### src/bss_pkg.sv
// Shared types, codes and sizes for the shift-or substring search block.
package bss_pkg;

    // Field widths fixed by the item formats
    localparam int unsigned REQ_W   = 2;
    localparam int unsigned SYM_W   = 7;
    localparam int unsigned CFG_W   = 6;
    localparam int unsigned STAT_W  = 2;
    localparam int unsigned POS_W   = 16;

    // Table and search sizes
    localparam int unsigned ALPHABET_SIZE    = 2 ** SYM_W;
    localparam int unsigned MAX_PATTERN_DEF  = 63;
    localparam int unsigned VEC_W            = 2 ** CFG_W;
    localparam int unsigned QUEUE_DEPTH      = 2;

    // Request codes on the input channel
    localparam logic [REQ_W-1:0] REQ_START   = 2'd0;
    localparam logic [REQ_W-1:0] REQ_PATTERN = 2'd1;
    localparam logic [REQ_W-1:0] REQ_TEXT    = 2'd2;

    // Status codes on the result channel
    localparam logic [STAT_W-1:0] ST_SEARCHING = 2'd0;
    localparam logic [STAT_W-1:0] ST_FOUND     = 2'd1;
    localparam logic [STAT_W-1:0] ST_NO_MATCH  = 2'd2;

    // Operations passed from the front end to the execution side
    typedef enum logic [1:0] {
        OP_START,
        OP_LOAD,
        OP_TEXT
    } op_t;

    // One queued operation
    typedef struct packed {
        op_t              op;
        logic [SYM_W-1:0] sym;
        logic [CFG_W-1:0] bit_idx;
        logic             last;
    } entry_t;

endpackage

### src/bss_queue.sv
// Short operation queue between the front end and the execution side.
module bss_queue (
    input  logic             clk,
    input  logic             rst_n,
    input  logic             push,
    input  bss_pkg::entry_t  push_item,
    output logic             push_ready,
    output logic             pop_valid,
    output bss_pkg::entry_t  pop_item,
    input  logic             pop
);

    localparam int unsigned DEPTH = bss_pkg::QUEUE_DEPTH;
    localparam int unsigned PTR_W = (DEPTH > 1) ? $clog2(DEPTH) : 1;
    localparam int unsigned CNT_W = $clog2(DEPTH + 1);

    bss_pkg::entry_t   slot_reg [DEPTH];
    logic [PTR_W-1:0]  wr_ptr_reg;
    logic [PTR_W-1:0]  rd_ptr_reg;
    logic [CNT_W-1:0]  count_reg;

    assign push_ready = (count_reg < CNT_W'(DEPTH));
    assign pop_valid  = (count_reg != '0);
    assign pop_item   = slot_reg[rd_ptr_reg];

    // Store the pushed beat
    always_ff @(posedge clk)
    begin
        if (push)
        begin
            slot_reg[wr_ptr_reg] <= push_item;
        end
    end

    // Advance pointers and occupancy
    always_ff @(posedge clk or negedge rst_n)
    begin
        if (!rst_n)
        begin
            wr_ptr_reg <= '0;
            rd_ptr_reg <= '0;
            count_reg  <= '0;
        end
        else
        begin
            if (push)
            begin
                wr_ptr_reg <= (wr_ptr_reg == PTR_W'(DEPTH - 1)) ? '0 : wr_ptr_reg + 1'b1;
            end
            if (pop)
            begin
                rd_ptr_reg <= (rd_ptr_reg == PTR_W'(DEPTH - 1)) ? '0 : rd_ptr_reg + 1'b1;
            end
            if (push && !pop)
            begin
                count_reg <= count_reg + 1'b1;
            end
            else if (pop && !push)
            begin
                count_reg <= count_reg - 1'b1;
            end
        end
    end

endmodule

### config.mk
export PLATFORM = sky130hd
export DESIGN_NAME = bss_queue
export DESIGN_NICKNAME = d
export VERILOG_FILES = /design/src/bss_pkg.sv /design/src/bss_queue.sv
export SDC_FILE = /design/constraint.sdc
export NUM_CORES = 1
export LEC_CHECK = 0
export ABC_AREA = 1
export BUFFER_PORTS_ARGS = -buffer_cell sky130_fd_sc_hd__buf_2
export CAP_MARGIN = 15
export CORE_UTILIZATION = 50
export DETAILED_ROUTE_END_ITERATION = 8
export GPL_TIMING_DRIVEN = 0
export PLACE_DENSITY = 0.77
export SLEW_MARGIN = 10
export SYNTH_ARGS = -nofsm -noshare
export SYNTH_HDL_FRONTEND = slang
export SYNTH_SLANG_ARGS = --single-unit
export TNS_END_PERCENT = 30
### constraint.sdc
create_clock -name clk -period 1.9 [get_ports clk]
set_input_delay 0.38 -clock clk [delete_from_list [all_inputs] [get_ports clk]]
set_output_delay 0.38 -clock clk [all_outputs]
set_load 0.01 [all_outputs]
Yosys cells after proc, flatten, opt, wreduce, memory -nomap -nowiden --
Memories as Yosys holds them, arrays and structs flattened. Cells that the tools add are included.
Operators by class: add/sub/neg operators 4, order comparisons 1, multiplexer cells 6, reductions and logical operators 6
Operators by type and width (count):
- $mux W1 | 4
- $mux W2 | 2
- $reduce_bool A2 Y1 | 2
- $add A1 B1 Y1 const B | 2
- $add A2 B1 Y2 const B | 1
- $logic_and A1 B1 Y1 | 2
- $logic_not A1 Y1 | 2
- $lt A2 B2 Y1 const B | 1
- $sub A2 B1 Y2 const B | 1
Storage, ports and cells: bits in registers 4, RAM bits 32, input port bits 20, output and inout port bits 18, word-level logic and storage cells 21, memories 1
Memories:
- slot_reg | words 2, width 16, read ports 1, clocked after Yosys merged registers in 0, wr ports 1, line bss_queue.sv:17 | bss_pkg::entry_t slot_reg [DEPTH];

Longest topological paths before layout --
word-level depth 4, mapped depth 7, mapped depth without buffers 7

Worst setup path after synthesis --
Ideal clock, no wire load.
path kind register to register, start register wr_ptr_reg, end memory slot_reg[0][0] (netlist bit) (enable), setup time 0.389 ns, arrival time 1.104 ns, required time 1.511 ns, path slack 0.408 ns, stages on the path, launching flop included 2, buffers on the path 0, period minus slack after synthesis 1.492 ns, path through dfrtp_1 -> nor2_1
RTL lines:
- from (decl) | line bss_queue.sv:18 | logic [PTR_W-1:0] wr_ptr_reg;
- from (signal assigned) | line bss_queue.sv:48 | wr_ptr_reg <= (wr_ptr_reg == PTR_W'(DEPTH - 1)) ? '0 : wr_ptr_reg + 1'b1;
- to (decl) | line bss_queue.sv:17
No word-level cell before the write port.

==> results.md <==
- Run status: finished, final reports clean
- Power Density: 1380 nW/um2
- First-pass GRT wire length: 3240 um
- Largest cells by area after synthesis: edfxtp_1 68%, mux2_4 9.6%, dfrtp_1 7.1%
- CP arrival: 1.44 ns
- DRT Pass-1 Iters: 4
- Design area: 1700 um2
- Post-DP Area: about 1600 um2
- Root Buffer: clkbuf_4
- VDD IR max: 0.879 mV
- Min-delay worst type: in2reg
- Kind of critical path: reg2out
- I/O Buffers: 37
- N_diodes: 0
- Commonest non-fill, non-tap cell in the layout: buf_2
- I/O pin total: 38
- Final hold violation count: 0
- Total GRT Usage: 17.0%
- Crit. End Element: primary output
- WHS: 0.234 ns
- Area Overhead vs Synth: 20.9%
- Worst-Margin Slew: 0.838 ns
- GR Util met1: 18.0%
- Max FFs per register: 32
- Syn_area_per_cell: 19.0 um2
- Post-Synthesis Cell Area: 1410 um2
- Worst Path Required: around 1.5 ns
- Critical path launch point type: register
- Clock skew: 0.00736 ns
- Sequential share of the synthesized area: 75.3%
- Via count: 748
- Initial cell density of the core: 54.9%
- Routed WL: 2160 um
- Final Max Tran Viols: 0
- Period Utilization, post-route: 95.7%
- DRT antenna net count: 0
- Met2 Use GR: around 28%
- Busiest layer in global routing: met2
- Critical Path Fanout Max: 10
- Latest clock arrival within the worst-skew pair: around 0.33 ns
- Layout cell share with drive strength beyond 1: 51.7%
- Ys Warns: 0
- Vias in the first global route: about 700
- Final design utilization: about two thirds
- Total power: ~0.0024 W
- Max transition margin: 44.1%
- H-Tree Depth: 2
- Wire per inst: about 14 um
- CTS buffer count: 5
- Core area: 2570 um2
- Grt met3 use: 9.02%
- Full die area: 3030 um2
- Area leader, netlist: edfxtp_1
- Yosys reg bits: 36
- Initial antenna violation count: 0
- RSZ-0062 raised after global routing: false
- Clock slew at reported path FFs: ~0.1 ns
- Final nets: 140
- Vias per std cell: 4.99
- Pleak: roughly 0.72 nW
- Post-CTS Resized: 0
- Min Tclk post-route: 1.82 ns
- Detailed Place HPWL: around 1500 um
- Initial DRC count: 16
- Die X: 55.1 um
- Die Y: 55.1 um
- FP Rows: 18
- Post-synth top area share: about 68%
- CTS sink cnt: 36
- Most frequent cells in the layout: 37 x buf_2, 32 x edfxtp_1, 9 x mux2_4
- # setup viols final: 0
- Max Buffers Root-to-Sink: 2
- DRC: 0
- Max Cap Violations: 0
- Largest net degree at the start of global routing: 17
- Fmax achieved: roughly 0.55 GHz
- GRT overflow: 0
- Final GP Congestion: ~0.67
- Yosys cell types: 14
- Syn nets: 95
- CTS tree: done
- Cells after Synth: 74
==> synthesized netlist by cell type <==
library cell / count
nor2_1: 1
edfxtp_1: 32
nand2_1: 6
xor2_1: 2
nand3_1: 1
ha_1: 1
xnor2_1: 1
mux2_4: 9
mux2_2: 7
buf_6: 1
buf_12: 1
dfrtp_1: 4
nand4_1: 1
inv_1: 7
==> cells by family (layout without fill, tap and decap cells) <==
group	after synthesis	count (layout)	synth area share (%)
and+or+nand+nor	9	9	2.66
adders and majority gates	1	1	0.888
buffers and inverters	9	55	4.09
muxes	16	16	15.2
DFF	36	36	75.3
xor gates and xnor gates	3	3	1.87
==> power by group <==
group          internal [W]  switching [W]  total, W
clock network      0.000183       0.000226  0.000408
registers           0.00106      0.0000612   0.00112
logic              0.000426       0.000400  0.000826
total               0.00167       0.000687   0.00236
==> final cells by class <==
class / count / area, um2
multi-input cells: 29 / 293
plain buffers: 2 / 31.3
fillers: 197 / 865
inverters: 7 / 26.3
well taps: 30 / 37.5
clock buffers: 8 / 58.8
flip-flops and latches: 36 / 1060
repair buffers: 38 / 195
==> layer usage <==
metal  up-vias  part of all wire (%)
li1        357                     -
met1       365                    38
met2        24                    55
met3         2                   6.1
met4         0                  0.88
met5         -                     0
==> worst max-delay path: stages (launching register included) <==
cell,delay [ns]
dfrtp_1,0.39
buf_6,0.14
buf_12,0.15
mux2_4,0.29
buf_2,0.14
==> what timing repair did <==
| action | 4_1_cts | 5_1_grt |
|---|---|---|
| buffers inserted | 0 | 0 |
| hold buffers | 1 | 0 |
| endpoints found under the hold margin | 4 | 0 |
==> stage by stage <==
stage	worst slack [ns]	TNS (ns)	std cells
after floorplan	0.408	0	74
after global placement	-0.0639	-1.02	141
after detailed placement	0.315	0	141
after CTS	0.0551	0	150
after global routing	0.00692	0	150
final	0.0814	0	150
==> worst paths after layout <==
path,startpoint,to,slack [ns],cells past startpoint
min in group asynchronous,rst_n,wr_ptr_reg,0.38,2
max reg2reg,wr_ptr_reg,slot_reg[0][7],0.43,1
max in group asynchronous,rst_n,count_reg[1],1.40,2
min reg2reg,count_reg[0],count_reg[0],0.51,1
max,rd_ptr_reg,pop_item[9],0.08,4
min,push_item[9],slot_reg[0][9],0.23,1
No activity file was read; power rests on OpenSTA's default activity.
