### src/bss_pkg.sv
// Shared types, codes and sizes for the shift-or substring search block.
package bss_pkg;

    // Field widths fixed by the item formats
    localparam int unsigned REQ_W   = 2;
    localparam int unsigned SYM_W   = 7;
    localparam int unsigned CFG_W   = 6;
    localparam int unsigned STAT_W  = 2;
    localparam int unsigned POS_W   = 16;

    // Table and search sizes
    localparam int unsigned ALPHABET_SIZE    = 2 ** SYM_W;
    localparam int unsigned MAX_PATTERN_DEF  = 63;
    localparam int unsigned VEC_W            = 2 ** CFG_W;
    localparam int unsigned QUEUE_DEPTH      = 2;

    // Request codes on the input channel
    localparam logic [REQ_W-1:0] REQ_START   = 2'd0;
    localparam logic [REQ_W-1:0] REQ_PATTERN = 2'd1;
    localparam logic [REQ_W-1:0] REQ_TEXT    = 2'd2;

    // Status codes on the result channel
    localparam logic [STAT_W-1:0] ST_SEARCHING = 2'd0;
    localparam logic [STAT_W-1:0] ST_FOUND     = 2'd1;
    localparam logic [STAT_W-1:0] ST_NO_MATCH  = 2'd2;

    // Operations passed from the front end to the execution side
    typedef enum logic [1:0] {
        OP_START,
        OP_LOAD,
        OP_TEXT
    } op_t;

    // One queued operation
    typedef struct packed {
        op_t              op;
        logic [SYM_W-1:0] sym;
        logic [CFG_W-1:0] bit_idx;
        logic             last;
    } entry_t;

endpackage

### src/bss_if.sv
// Valid/ready channel interfaces for requests and results.
interface bss_req_if;
    logic                         valid;
    logic                         ready;
    logic [bss_pkg::REQ_W-1:0]    req_type;
    logic [bss_pkg::SYM_W-1:0]    symbol;
    logic                         last_text;

    modport source (output valid, output req_type, output symbol, output last_text,
                    input ready);
    modport sink (input valid, input req_type, input symbol, input last_text,
                  output ready);
endinterface


### src/bss_front.sv
// Front end: accepts request beats, tracks pattern loading and queues operations.
module bss_front #(
    parameter int unsigned MAX_PATTERN = bss_pkg::MAX_PATTERN_DEF
) (
    input  logic                       clk,
    input  logic                       rst_n,
    bss_req_if.sink                    req,
    input  logic [bss_pkg::CFG_W-1:0]  pattern_length,
    output logic                       push,
    output bss_pkg::entry_t            push_item,
    input  logic                       push_ready
);

    logic [bss_pkg::CFG_W-1:0] loaded_reg;
    logic [bss_pkg::CFG_W-1:0] loaded_next;
    logic                      accept;
    logic                      load_ok;
    logic                      keep;

    assign req.ready = push_ready;
    assign accept    = req.valid && push_ready;

    // A load counts only while the pattern is still short of its length
    assign load_ok = (loaded_reg < pattern_length) &&
                     (loaded_reg < bss_pkg::CFG_W'(MAX_PATTERN));

    // Classify the beat
    always_comb
    begin
        keep              = 1'b0;
        loaded_next       = loaded_reg;
        push_item.op      = bss_pkg::OP_TEXT;
        push_item.sym     = req.symbol;
        push_item.bit_idx = loaded_reg;
        push_item.last    = req.last_text;
        unique case (req.req_type)
            bss_pkg::REQ_START:
            begin
                keep         = 1'b1;
                push_item.op = bss_pkg::OP_START;
                loaded_next  = '0;
            end
            bss_pkg::REQ_PATTERN:
            begin
                keep         = load_ok;
                push_item.op = bss_pkg::OP_LOAD;
                if (load_ok)
                begin
                    loaded_next = loaded_reg + 1'b1;
                end
            end
            bss_pkg::REQ_TEXT:
            begin
                keep         = 1'b1;
                push_item.op = bss_pkg::OP_TEXT;
            end
            default:
            begin
                keep = 1'b0;
            end
        endcase
    end

    assign push = accept && keep;

    // Track how many pattern symbols have been loaded
    always_ff @(posedge clk or negedge rst_n)
    begin
        if (!rst_n)
        begin
            loaded_reg <= '0;
        end
        else if (accept)
        begin
            loaded_reg <= loaded_next;
        end
    end

endmodule

### src/flat_wrapper.sv
// flat-port wrapper written by rule: the top's interface ports become plain ports
module bss_front_flat 
#(
    parameter int unsigned MAX_PATTERN = bss_pkg::MAX_PATTERN_DEF
)
  (clk, rst_n, pattern_length, push, push_item, push_ready, req_valid, req_req_type, req_symbol, req_last_text, req_ready);
  bss_req_if req_i ();
  input  logic clk;
  input  logic rst_n;
  input  logic [bss_pkg::CFG_W-1:0] pattern_length;
  output logic push;
  output bss_pkg::entry_t push_item;
  input  logic push_ready;
  input wire logic [$bits(req_i.valid)-1:0] req_valid;
  input wire logic [$bits(req_i.req_type)-1:0] req_req_type;
  input wire logic [$bits(req_i.symbol)-1:0] req_symbol;
  input wire logic [$bits(req_i.last_text)-1:0] req_last_text;
  output wire logic [$bits(req_i.ready)-1:0] req_ready;
  assign req_i.valid = req_valid;
  assign req_i.req_type = req_req_type;
  assign req_i.symbol = req_symbol;
  assign req_i.last_text = req_last_text;
  assign req_ready = req_i.ready;
  bss_front #(.MAX_PATTERN(MAX_PATTERN)) u_core (.clk(clk), .rst_n(rst_n), .req(req_i), .pattern_length(pattern_length), .push(push), .push_item(push_item), .push_ready(push_ready));
endmodule
### config.mk
export PLATFORM = sky130hd
export DESIGN_NAME = bss_front_flat
export DESIGN_NICKNAME = d
export VERILOG_FILES = /design/src/bss_pkg.sv /design/src/bss_if.sv /design/src/bss_front.sv /design/src/flat_wrapper.sv
export SDC_FILE = /design/constraint.sdc
export NUM_CORES = 1
export LEC_CHECK = 0
export BUFFER_PORTS_ARGS = -buffer_cell sky130_fd_sc_hd__buf_2
export CAP_MARGIN = 10
export CORE_AREA = 4 4 55 57
export CTS_BUF_LIST = sky130_fd_sc_hd__clkbuf_8 sky130_fd_sc_hd__clkbuf_16
export DETAILED_ROUTE_END_ITERATION = 6
export DIE_AREA = 0 0 59 61
export MAX_ROUTING_LAYER = met4
export PLACE_DENSITY = 0.47
export SYNTH_ARGS = -nofsm -noshare
export SYNTH_HDL_FRONTEND = slang
export SYNTH_SLANG_ARGS = --single-unit
### constraint.sdc
create_clock -name clk -period 2.7 [get_ports clk]
set_input_delay 0.54 -clock clk [delete_from_list [all_inputs] [get_ports clk]]
set_output_delay 0.54 -clock clk [all_outputs]
set_load 0.005 [all_outputs]
# Word level (Yosys, flattened, before mapping)
# Cells that the tools add are included.
[word_totals]
register_bits = 6
output_inout_bits = 18
wordCells = 18
[classes]
n_lt_le_gt_ge = 2
muxes = 4
reduce_logical = 7
addsub = 1
eq_ne = 3
[ops]
columns = ["op", "count"]
rows = [
  ["6-bit one-hot mux with 2 select lines", 1],
  ["6-bit by 1-bit adder with 6-bit output (second input constant)", 1],
  ["6-bit less-than comparator", 1],
  ["6-bit less-than comparator (second input constant)", 1],
  ["6-bit two-way mux", 1],
  ["2-bit one-hot mux with 2 select lines", 1],
  ["1-bit logical AND", 3],
  ["3-bit AND reduction", 1],
  ["2-bit by 1-bit equality test with 1-bit output (second input constant)", 1],
  ["2-bit equality test (second input constant)", 1],
  ["2-bit logical NOT", 1],
  ["2-bit by 1-bit != test with 1-bit output (second input constant)", 1],
  ["1-bit one-hot mux with 2 select lines", 1],
  ["2-bit nonzero test", 1],
  ["2-bit OR reduction", 1],
]

# Longest topological paths before layout
# Gate-level depths: netlist of run 1.
[logic_depth]
word_depth = 4
depth_mapped = 7
mapped_depth_nobuf = 7

# Worst setup path after synthesis of run 1
# No wires, ideal clock.
[synth_timing]
kind = "in2out"
startpoint = "input port pattern_length[4] (netlist bit)"
endpoint = "output port push"
stages = 5
t_arrival_ps = 1646
slack_ps = 514
cell_sequence = "inv_1 ha_1 and4_1 a211oi_4 a32o_1"
[synth_via]
elab_chain_cells = 4
[synth_lines]
columns = ["item", "line_no", "source"]
rows = [
  ["start, declared", "flat_wrapper.sv:10", "input logic [bss_pkg::CFG_W-1:0] pattern_length;"],
  ["6-bit less-than comparator", "bss_front.sv:24", "assign load_ok = (loaded_reg < pattern_length) &&"],
  ["1-bit logical AND", "bss_front.sv:24", ""],
  ["1-bit one-hot mux with 2 select lines", "bss_front.sv:36", "unique case (req.req_type)"],
  ["1-bit logical AND", "bss_front.sv:64", "assign push = accept && keep;"],
  ["end, declared", "flat_wrapper.sv:11", "output logic push;"],
]
# Every way passes these cells.

# Worst setup path after layout of run 1
[layout_timing]
startpoint = "register u_core.loaded_reg[4] (netlist bit)"
endpoint = "output port push"
[layout_via]
elab_chain_cells = 4
[layout_lines]
columns = ["item", "line_no", "source"]
rows = [
  ["start, declared", "bss_front.sv:14", "logic [bss_pkg::CFG_W-1:0] loaded_reg;"],
  ["start signal, assigned", "bss_front.sv:75", "loaded_reg <= loaded_next;"],
  ["6-bit less-than comparator, on equally long branches", "bss_front.sv:24, bss_front.sv:25", ""],
  ["1-bit logical AND *", "bss_front.sv:24", ""],
  ["1-bit one-hot mux with 2 select lines *", "bss_front.sv:36", ""],
  ["1-bit logical AND *", "bss_front.sv:64", ""],
]
# Every way passes the cells marked *; elsewhere a longest branch is shown, timed or not.

==> flow_metrics.py, run 1 <==
metrics = {
    "synthesis": {
        "yosys_warnings": 0,
        "yosysUniqueCellTypes": 29,
        "ys_dominant_reg_cell": "dfrtp_1",
        "ys_ff_latch": 6,
        "synth_top_family_by_area": "compound AO/OA/AOI/OAI gates",
        "synth_top_area_share": 0.244,
        "synthMuxAreaShare": 0,
        "synthXorXnorAreaFrac": 0,
        "async_reset_ff_frac": 1.00,
        "synthSimpleGateAreaFrac": 0.220,
        "synth_area_leaders": "dfrtp_1 (24%), ha_1 (12%), buf_4 (11%)",
        "syn_avg_cell_area_um2": 8.53,
        "synth_cells": 72,
        "synth_commonest_cells": "buf_4 (9), inv_1 (7), nand2_1 (7), dfrtp_1 (6), ha_1 (6)",
        "mappedNetlistNets": 98,
        "ys_seq_area_frac": 0.244,
        "synth_fa_ha_area_frac": 0.122,
        "synth-edff-count": 0,
        "yosys.area.top_type": "dfrtp_1",
        "synth_most_common_cell": "buf_4",
        "netlist_area_um2": 614,
        "synth_compound_area_frac": 0.255,
    },
    "sta": {
        "clock_skew_ps": 0.819,
        "final-setup-viol-count": 0,
        "max_freq_ghz": 0.412,
        "worstMarginPinSlew_ps": 422,
        "relSlewSlack": 0.716,
        "fin_tns_setup_ps": 0,
        "fin_crit_sh": 0.900,
        "fin_crit_ps": 2430,
        "rsz0062_at_grt": "no",
        "hold_viol": 0,
        "finalMaxSlewViolations": 0,
    },
    "cells_and_area": {
        "fin_cells": 117,
        "area_delta_synth_final_pct": 19.6,
        "multi_input_area_um2": 367,
        "fillers": 279,
        "largest_reg_flops": 6,
        "diodes": 0,
        "regArea_um2": 150,
        "fin_area_um2": 734,
        "nNetsFinal": 115,
        "final_layout_size_suffix_gt1_frac": 0.333,
    },
    "cts": {
        "worstSkewPairLatency_ps": 230,
        "tritoncts": "yes",
        "post_cts_buffers": 0,
        "cts_root_buf": "clkbuf_8",
        "cts_buffers": 3,
        "clockBufferDepth": 2,
        "cts.sinks": 6,
        "path_clk_slew_ps": 40,
        "postCtsHoldBufs": 0,
        "cts.repair.resized": 0,
        "cts_max_level": 1,
    },
    "run": {
        "maxCapViolations": 0,
    },
    "setup_path": {
        "slowest_stage": "dfrtp_1",
        "path_max_fanout": 7,
        "crit_path_end_kind": "output port",
        "critPathKind": "register to output port",
        "startpoint_type": "register",
        "cp_num_buf_inv": 1,
        "worstPathArrival_ps": 1890,
        "critical-path-top-delay-family": "compound AO/OA/AOI/OAI gates",
        "crit_chain": "ha_1 > nand3_1 > a21boi_0 > a211oi_4 > a32o_1 > buf_2",
        "cp_slowest_stage_delay_ps": 450,
        "worstPathRequired_ps": 2160,
    },
    "power_and_ir_drop": {
        "swShare": 0.369,
        "power_switching_uw": 179,
        "p_int_uw": 306,
        "powerDensity_nw_per_um2": 660,
        "p_total_uw": 485,
        "combPwrFrac": 0.397,
        "p_clk_frac": 0.290,
        "leakagePower_uw": 0.000412,
        "p_seq_frac": 0.314,
        "ir_drop_mv": 0.366,
    },
    "route": {
        "drt_pass1_iterations": 4,
        "drc": 0,
        "drtIter0Drc": 12,
        "wl_per_cell_um": 12.9,
        "routed-via-count": 577,
        "ant_nets": 0,
        "via_per_inst": 4.93,
        "drt_wl_total_mm": 1.50,
    },
    "global_route": {
        "grt_max_degree": 10,
        "antenna_found_initial": 0,
        "first_global_vias": 550,
        "track_usage": 0.0965,
        "grt_first_pass_wirelength_mm": 2.52,
        "grt.overflow.total": 0,
    },
    "placed_design": {
        "portBuffers": 21,
        "place_area_um2": 693,
        "gp_congestion": 0.761,
        "hpwl_mm": 1.20,
        "dp.cells": 114,
    },
    "run_status": {
        "status": "completed",
    },
    "floorplanning": {
        "die_h_um": 61,
        "start_util": 0.248,
        "die_w_um": 59,
        "core_um2": 2480,
        "die_area_um2": 3600,
        "fp-row-count": 18,
        "ioPinCount": 38,
    },
    "hold_path": {
        "hp-class": "primary input to async pin",
    },
}
==> worst paths after layout <==
kind	slack (ps)	end	startpoint	cells past startpoint
setup / recovery	270	push	u_core.loaded_reg[4]	6
hold / removal	140	u_core.loaded_reg[5]	rst_n	1
setup reg to reg	670	u_core.loaded_reg[2]	u_core.loaded_reg[4]	7
hold reg to reg	580	u_core.loaded_reg[1]	u_core.loaded_reg[1]	1
max in group asynchronous	2400	u_core.loaded_reg[0]	rst_n	1
min in group clk	580	u_core.loaded_reg[1]	u_core.loaded_reg[1]	1
==> final cells by class <==
class | count | share of cell area
tap | 30 | 0.0511
sequential | 6 | 0.204
timing repair buffer | 22 | 0.153
clock buffer | 3 | 0.0562
inverter | 7 | 0.0358
multi-input combinational | 49 | 0.499
==> per-layer routing <==
| layer | vias up | GRT usage | part of all wire |
|---|---|---|---|
| met1 | 272 | 0.120 | 0.49 |
| li1 | 284 | - | - |
| met2 | 21 | 0.145 | 0.43 |
| met4 | 0 | 0.0227 | 0 |
| met3 | 0 | 0.0404 | 0.082 |
| met5 | - | - | 0 |
==> metrics by stage <==
step,setup slack [ps],hold WS (ps),util
finish,271,141,0.296
global route,142,147,0.296
CTS,259,143,0.296
detailed placement,336,384,0.280
global placement,382,384,0.280
floorplan,514,244,-
==> placed cells by master (no fill, tap or decap) <==
master / instances
buf_2: 21
inv_1: 7
nand2_1: 7
ha_1: 6
dfrtp_1: 6
a21oi_1: 5
nor2_1: 4
and3_1: 4
a211o_1: 3
clkbuf_8: 3
a32o_1: 2
nand2b_1: 1
a21o_1: 1
and4_1: 1
and3_4: 1
a31o_4: 1
nand3_1: 1
a21boi_0: 1
a211oi_4: 1
and3b_1: 1
nand3b_1: 1
o21ai_1: 1
a22o_1: 1
and3_2: 1
nor3_1: 1
o21ai_0: 1
a31oi_1: 1
nor4b_1: 1
o211ai_1: 1
buf_4: 1
==> power groups by stage <==
stage	clock network [µW]	logic (µW)	registers, µW
after global routing	150	217	160
after global placement	0	190	153
after floorplan	0	130	147
after detailed placement	0	194	155
final	140	192	152
after CTS	146	195	154
==> kinds of logic after synthesis <==
| logic type | Yosys count |
|---|---|
| buf+inv | 17 |
| flops | 6 |
| fa+ha+maj | 6 |
| simple gates | 24 |
| compound gates | 19 |
Power figures use the tool's default switching activity.
==> run 2, diff against run 1 <==
--- a/config.mk
+++ b/config.mk
@@ -7,12 +7,12 @@
 export LEC_CHECK = 0
 export BUFFER_PORTS_ARGS = -buffer_cell sky130_fd_sc_hd__buf_2
 export CAP_MARGIN = 10
-export CORE_AREA = 4 4 55 57
+export CORE_AREA = 4 4 44 46
 export CTS_BUF_LIST = sky130_fd_sc_hd__clkbuf_8 sky130_fd_sc_hd__clkbuf_16
 export DETAILED_ROUTE_END_ITERATION = 6
-export DIE_AREA = 0 0 59 61
+export DIE_AREA = 0 0 48 50
 export MAX_ROUTING_LAYER = met4
-export PLACE_DENSITY = 0.47
+export PLACE_DENSITY = 0.71
 export SYNTH_ARGS = -nofsm -noshare
 export SYNTH_HDL_FRONTEND = slang
 export SYNTH_SLANG_ARGS = --single-unit
==> run 2 against run 1 <==
  * Final area decreased by 2.4%
  * Combinational power fell by 3%
  * Critical path depth is the same
  * Clock skew is 2.6 ps higher
  * Final cell count fell by 12%
  * Wire length down 12%
  * Setup slack improved by 22 ps
  * Via count down 4.0%
  * Clock power is essentially flat
  * Largest cell class unchanged
  * Largest power group unchanged
  * Highest routed layer unchanged
==> flow_metrics.py, run 2 (same netlist as run 1, synthesis figures left out) <==
metrics = {
    "route": {
        "wl_per_cell_um": 12.9,
        "drtIter0Drc": 4,
        "routed-via-count": 554,
        "drc": 0,
        "drt_wl_total_mm": 1.32,
        "drt_pass1_iterations": 4,
        "via_per_inst": 5.38,
        "ant_nets": 0,
    },
    "cts": {
        "post_cts_buffers": 0,
        "tritoncts": "yes",
        "postCtsHoldBufs": 0,
        "cts_buffers": 3,
        "clockBufferDepth": 2,
        "path_clk_slew_ps": 40,
        "cts_root_buf": "clkbuf_8",
        "cts_max_level": 1,
        "worstSkewPairLatency_ps": 230,
        "cts.repair.resized": 0,
        "cts.sinks": 6,
    },
    "power_and_ir_drop": {
        "ir_drop_mv": 0.340,
        "leakagePower_uw": 0.000412,
        "powerDensity_nw_per_um2": 666,
    },
    "floorplanning": {
        "start_util": 0.408,
        "die_h_um": 50,
        "core_um2": 1510,
        "ioPinCount": 38,
        "die_area_um2": 2400,
        "fp-row-count": 14,
        "die_w_um": 48,
    },
    "hold_path": {
        "hp-class": "primary input to async pin",
    },
    "global_route": {
        "grt.overflow.total": 0,
        "first_global_vias": 490,
        "grt_first_pass_wirelength_mm": 1.95,
        "antenna_found_initial": 0,
        "track_usage": 0.115,
        "grt_max_degree": 10,
    },
    "setup_path": {
        "crit_chain": "ha_1 > a21oi_1 > a21boi_0 > a211oi_4 > a32o_1 > buf_2",
        "slowest_stage": "dfrtp_1",
        "worstPathRequired_ps": 2160,
        "worstPathArrival_ps": 1870,
        "path_max_fanout": 7,
        "critPathKind": "register to output port",
        "startpoint_type": "register",
        "cp_slowest_stage_delay_ps": 450,
        "crit_path_end_kind": "output port",
    },
    "run_status": {
        "status": "completed",
    },
    "sta": {
        "worstMarginPinSlew_ps": 443,
        "max_freq_ghz": 0.415,
        "fin_tns_setup_ps": 0,
        "fin_crit_sh": 0.892,
        "relSlewSlack": 0.702,
        "finalMaxSlewViolations": 0,
        "hold_viol": 0,
        "fin_crit_ps": 2410,
        "clock_skew_ps": 3.40,
        "rsz0062_at_grt": "no",
        "final-setup-viol-count": 0,
    },
    "placed_design": {
        "portBuffers": 21,
        "gp_congestion": 0.853,
        "hpwl_mm": 1.03,
        "place_area_um2": 676,
    },
    "cells_and_area": {
        "fillers": 153,
        "multi_input_area_um2": 367,
        "final_layout_size_suffix_gt1_frac": 0.333,
        "largest_reg_flops": 6,
        "area_delta_synth_final_pct": 16.7,
        "final_cell_mix": "buf_2 (21), inv_1 (7), nand2_1 (7)",
        "fin_area_um2": 717,
        "regArea_um2": 150,
        "final_common_cell": "buf_2",
        "diodes": 0,
        "final_core_util": 0.476,
        "nNetsFinal": 115,
    },
    "run": {
        "maxCapViolations": 0,
    },
}
[run 2: cell counts in the layout (fill, tap and decap cells not counted)]
Identical to the previous run, type by type.
[run 2: layer usage]
layer / part of all wire / GRT usage / vias to the layer above
li1: - / - / 283
met1: 0.46 / 0.150 / 245
met2: 0.43 / 0.163 / 26
met3: 0.11 / 0.0582 / 0
met4: 0 / 0.0135 / 0
met5: 0 / - / -
[run 2: per-stage QoR]
step,power [µW],setup WS (ps),cells,hold WS [ps]
2_1_floorplan,276,514,72,244
3_3_place_gp,338,405,100,378
3_5_place_dp,343,363,100,381
4_1_cts,485,280,103,140
5_1_grt,516,196,103,142
6_report,477,293,103,137
[run 2: worst max-delay path, delay by kind of cell, from the launching register on]
kind                       cells  cell delay, ps
DFF                            1             450
buffers and inverters          1             120
AOI/OAI and AO/OA              4             720
adders and majority gates      1             340
[run 2: path summary, 6_finish.rpt]
check	from	to	slack [ps]	cells after the start
worst max-delay path	u_core.loaded_reg[4]	push	290	6
worst min-delay path	rst_n	u_core.loaded_reg[5]	140	1
worst max register to register	u_core.loaded_reg[4]	u_core.loaded_reg[2]	680	7
worst min register to register	u_core.loaded_reg[1]	u_core.loaded_reg[1]	580	1
max in group asynchronous	rst_n	u_core.loaded_reg[3]	2410	1
min in group clk	u_core.loaded_reg[1]	u_core.loaded_reg[1]	580	1
[run 2: power by group]
group / switching, µW / internal [µW] / total (µW)
Clock: 42.7 / 96.1 / 139
Combinational: 91.0 / 96.0 / 187
Sequential: 38.7 / 113 / 152
Total: 172 / 305 / 477
[run 2: final cells by class]
cell class,count,share of cell area
Inverter,7,0.0366
Sequential cell,6,0.209
Timing Repair Buffer,22,0.157
Tap cell,16,0.0279
Clock buffer,3,0.0576
Multi-Input combinational cell,49,0.511
==> run 3, diff against run 2 <==
--- a/config.mk
+++ b/config.mk
@@ -5,6 +5,7 @@
 export SDC_FILE = /design/constraint.sdc
 export NUM_CORES = 1
 export LEC_CHECK = 0
+export ABC_AREA = 1
 export BUFFER_PORTS_ARGS = -buffer_cell sky130_fd_sc_hd__buf_2
 export CAP_MARGIN = 10
 export CORE_AREA = 4 4 44 46
@@ -12,7 +13,7 @@
 export DETAILED_ROUTE_END_ITERATION = 6
 export DIE_AREA = 0 0 48 50
 export MAX_ROUTING_LAYER = met4
-export PLACE_DENSITY = 0.71
+export PLACE_DENSITY = 0.72
 export SYNTH_ARGS = -nofsm -noshare
 export SYNTH_HDL_FRONTEND = slang
 export SYNTH_SLANG_ARGS = --single-unit
==> run 3 against run 2 <==
  * Combinational power shrank 76%
  * Non-clock buffer count shrank 1
  * Final cell count grew 18%
  * Sequential cell count is the same
  * Utilization shrank 0.17 points
  * Synthesized cell count grew 28%
  * Register-to-register slack gained 400 ps
  * Clock-buffer cell count is the same
  * Worst hold slack lost 2.9 ps
  * Final area shrank 0.35%
  * Sequential share of layout area grew 0.073 points
  * Critical endpoint unchanged
==> flow_metrics.py, run 3 <==
metrics = {
    "route": {
        "drt_wl_total_mm": 1.32,
        "drtIter0Drc": 11,
        "m1WireLength_um": 591,
        "top_layer": "met4",
        "dr_wl_met2_um": 605,
        "routed-via-count": 581,
        "drc": 0,
        "ant_nets": 0,
        "wl_per_cell_um": 10.8,
        "via_per_inst": 4.76,
        "drt_pass1_iterations": 3,
        "met3WireLength_um": 97,
    },
    "power_and_ir_drop": {
        "leakagePower_uw": 0.000438,
        "ir_drop_mv": 0.192,
        "powerDensity_nw_per_um2": 396,
    },
    "synthesis": {
        "mappedNetlistNets": 118,
        "synth-edff-count": 0,
        "ys_dominant_reg_cell": "dfrtp_1",
        "synth_most_common_cell": "nand2_1",
        "yosysUniqueCellTypes": 17,
        "synth_cells": 92,
        "synth_commonest_cells": "nand2_1 (26), inv_1 (14), buf_4 (9), nand3_1 (9), nor2_1 (7)",
        "ys_ff_latch": 6,
        "synth_area_leaders": "dfrtp_1 (24%), nand2_1 (16%), ha_1 (12%)",
        "synth_top_area_share": 0.242,
        "netlist_area_um2": 619,
        "yosys_warnings": 0,
        "ys_seq_area_frac": 0.242,
        "async_reset_ff_frac": 1.00,
        "syn_avg_cell_area_um2": 6.73,
        "yosys.area.top_type": "dfrtp_1",
    },
    "sta": {
        "fin_tns_setup_ps": 0,
        "hold_viol": 0,
        "relSlewSlack": 0.850,
        "worst_slack_ps": 558,
        "final-setup-viol-count": 0,
        "worstMarginPinSlew_ps": 225,
        "clock_skew_ps": 4.41,
        "fin_crit_ps": 2140,
        "max_freq_ghz": 0.467,
        "finalMaxSlewViolations": 0,
        "fin_crit_sh": 0.793,
        "rsz0062_at_grt": "no",
    },
    "placed_design": {
        "place_area_um2": 673,
        "portBuffers": 21,
        "gp_congestion": 0.752,
        "dpl_worst_slack_ps": 600,
        "hpwl_mm": 1.08,
    },
    "setup_path": {
        "cp_slowest_stage_delay_ps": 430,
        "r2r_start": "u_core.loaded_reg[5]",
        "critical-path-top-delay-family": "flip-flops",
        "worstRegToRegCells": 9,
        "cp_num_buf_inv": 2,
        "r2r-end": "u_core.loaded_reg[1]",
        "reg2reg_slack_ps": 1080,
        "path_max_fanout": 6,
        "critPathKind": "register to output port",
        "crit_chain": "ha_1 > nand2_1 > inv_1 > a21oi_2 > nand4_1 > o21ai_0 > buf_2",
        "worstPathArrival_ps": 1600,
        "slowest_stage": "dfrtp_1",
        "startpoint_type": "register",
        "worstPathRequired_ps": 2160,
        "crit_path_end_kind": "output port",
    },
    "cells_and_area": {
        "area_delta_synth_final_pct": 15.4,
        "nNetsFinal": 134,
        "final_layout_size_suffix_gt1_frac": 0.283,
        "diodes": 0,
        "final_cell_mix": "nand2_1 (26), buf_2 (21), inv_1 (14)",
        "fin_area_um2": 714,
        "largest_reg_flops": 6,
        "final_common_cell": "nand2_1",
    },
    "cts": {
        "cts_buffers": 3,
        "clockBufferDepth": 2,
        "post_cts_buffers": 0,
        "path_clk_slew_ps": 40,
        "postCtsHoldBufs": 0,
        "cts.sinks": 6,
        "cts.repair.resized": 0,
        "tritoncts": "yes",
        "cts_root_buf": "clkbuf_8",
        "cts_max_level": 1,
        "worstSkewPairLatency_ps": 230,
    },
    "floorplanning": {
        "die_w_um": 48,
        "die_area_um2": 2400,
        "fp-row-count": 14,
        "core_um2": 1510,
        "die_h_um": 50,
        "ioPinCount": 38,
        "start_util": 0.411,
    },
    "run": {
        "maxCapViolations": 0,
    },
    "global_route": {
        "grt_first_pass_wirelength_mm": 2.35,
        "grt_max_degree": 9,
        "track_usage": 0.134,
        "grt.overflow.total": 0,
        "first_global_vias": 581,
        "antenna_found_initial": 0,
    },
    "run_status": {
        "status": "completed",
    },
    "hold_path": {
        "hp-class": "primary input to async pin",
    },
}
==> run 3: cell count changes in the layout (fill, tap and decap cells not counted), moves of 2 or more <==
cell / delta
nand3_1: +8
nand2_4: +2
a211o_1: -3
inv_1: +7
a32o_1: -2
nand2_1: +19
a21oi_1: -2
o21ai_0: +2
nor2_1: +3
and3_1: -4
==> run 3: stage by stage <==
stage                     power [µW]  hold slack [ps]   util  instances
after global placement           144              364  0.447        119
after CTS                        285              139  0.474        122
final                            283              134  0.474        122
after floorplan                  134              244      -         92
after global routing             299              142  0.474        122
after detailed placement         146              376  0.447        119
==> run 3: routing by layer <==
layer | GRT usage | vias to the layer above
li1 | - | 305
met1 | 0.170 | 253
met2 | 0.196 | 19
met3 | 0.0145 | 4
met4 | 0.0807 | 0
met5 | - | -
==> run 3: power breakdown <==
part	internal, µW	switching [µW]
sequential	93.7	5.45
combinational	20.1	24.6
clock	96.2	43.2
==> run 3: kinds of logic (layout without fill, tap and decap cells) <==
kind of cell    Yosys count  after routing  synth area share
compound gates            7              7            0.0626
xor+xnor                  1              1            0.0141
fa+ha+maj                 6              6             0.121
buf+inv                  25             39             0.206
flops                     6              6             0.242
simple gates             47             47             0.354
==> run 3: layout make-up <==
class / count / area [µm²]
repair buffers: 21 / 105
clock buffers: 3 / 41.3
fillers: 158 / 792
well taps: 16 / 20.0
inverters: 15 / 56.3
flip-flops and latches: 6 / 150
multi-input cells: 61 / 342
==> run 3: worst max-delay path by stage <==
stage / endpoint / slack [ps] / depth (start not counted) / startpoint
after floorplan: push / 860 / 7 / pattern_length[5]
after global placement: push / 630 / 9 / pattern_length[5]
after detailed placement: push / 600 / 9 / pattern_length[5]
after CTS: push / 550 / 7 / u_core.loaded_reg[5]
after global routing: push / 500 / 7 / u_core.loaded_reg[5]
final: push / 560 / 7 / u_core.loaded_reg[5]
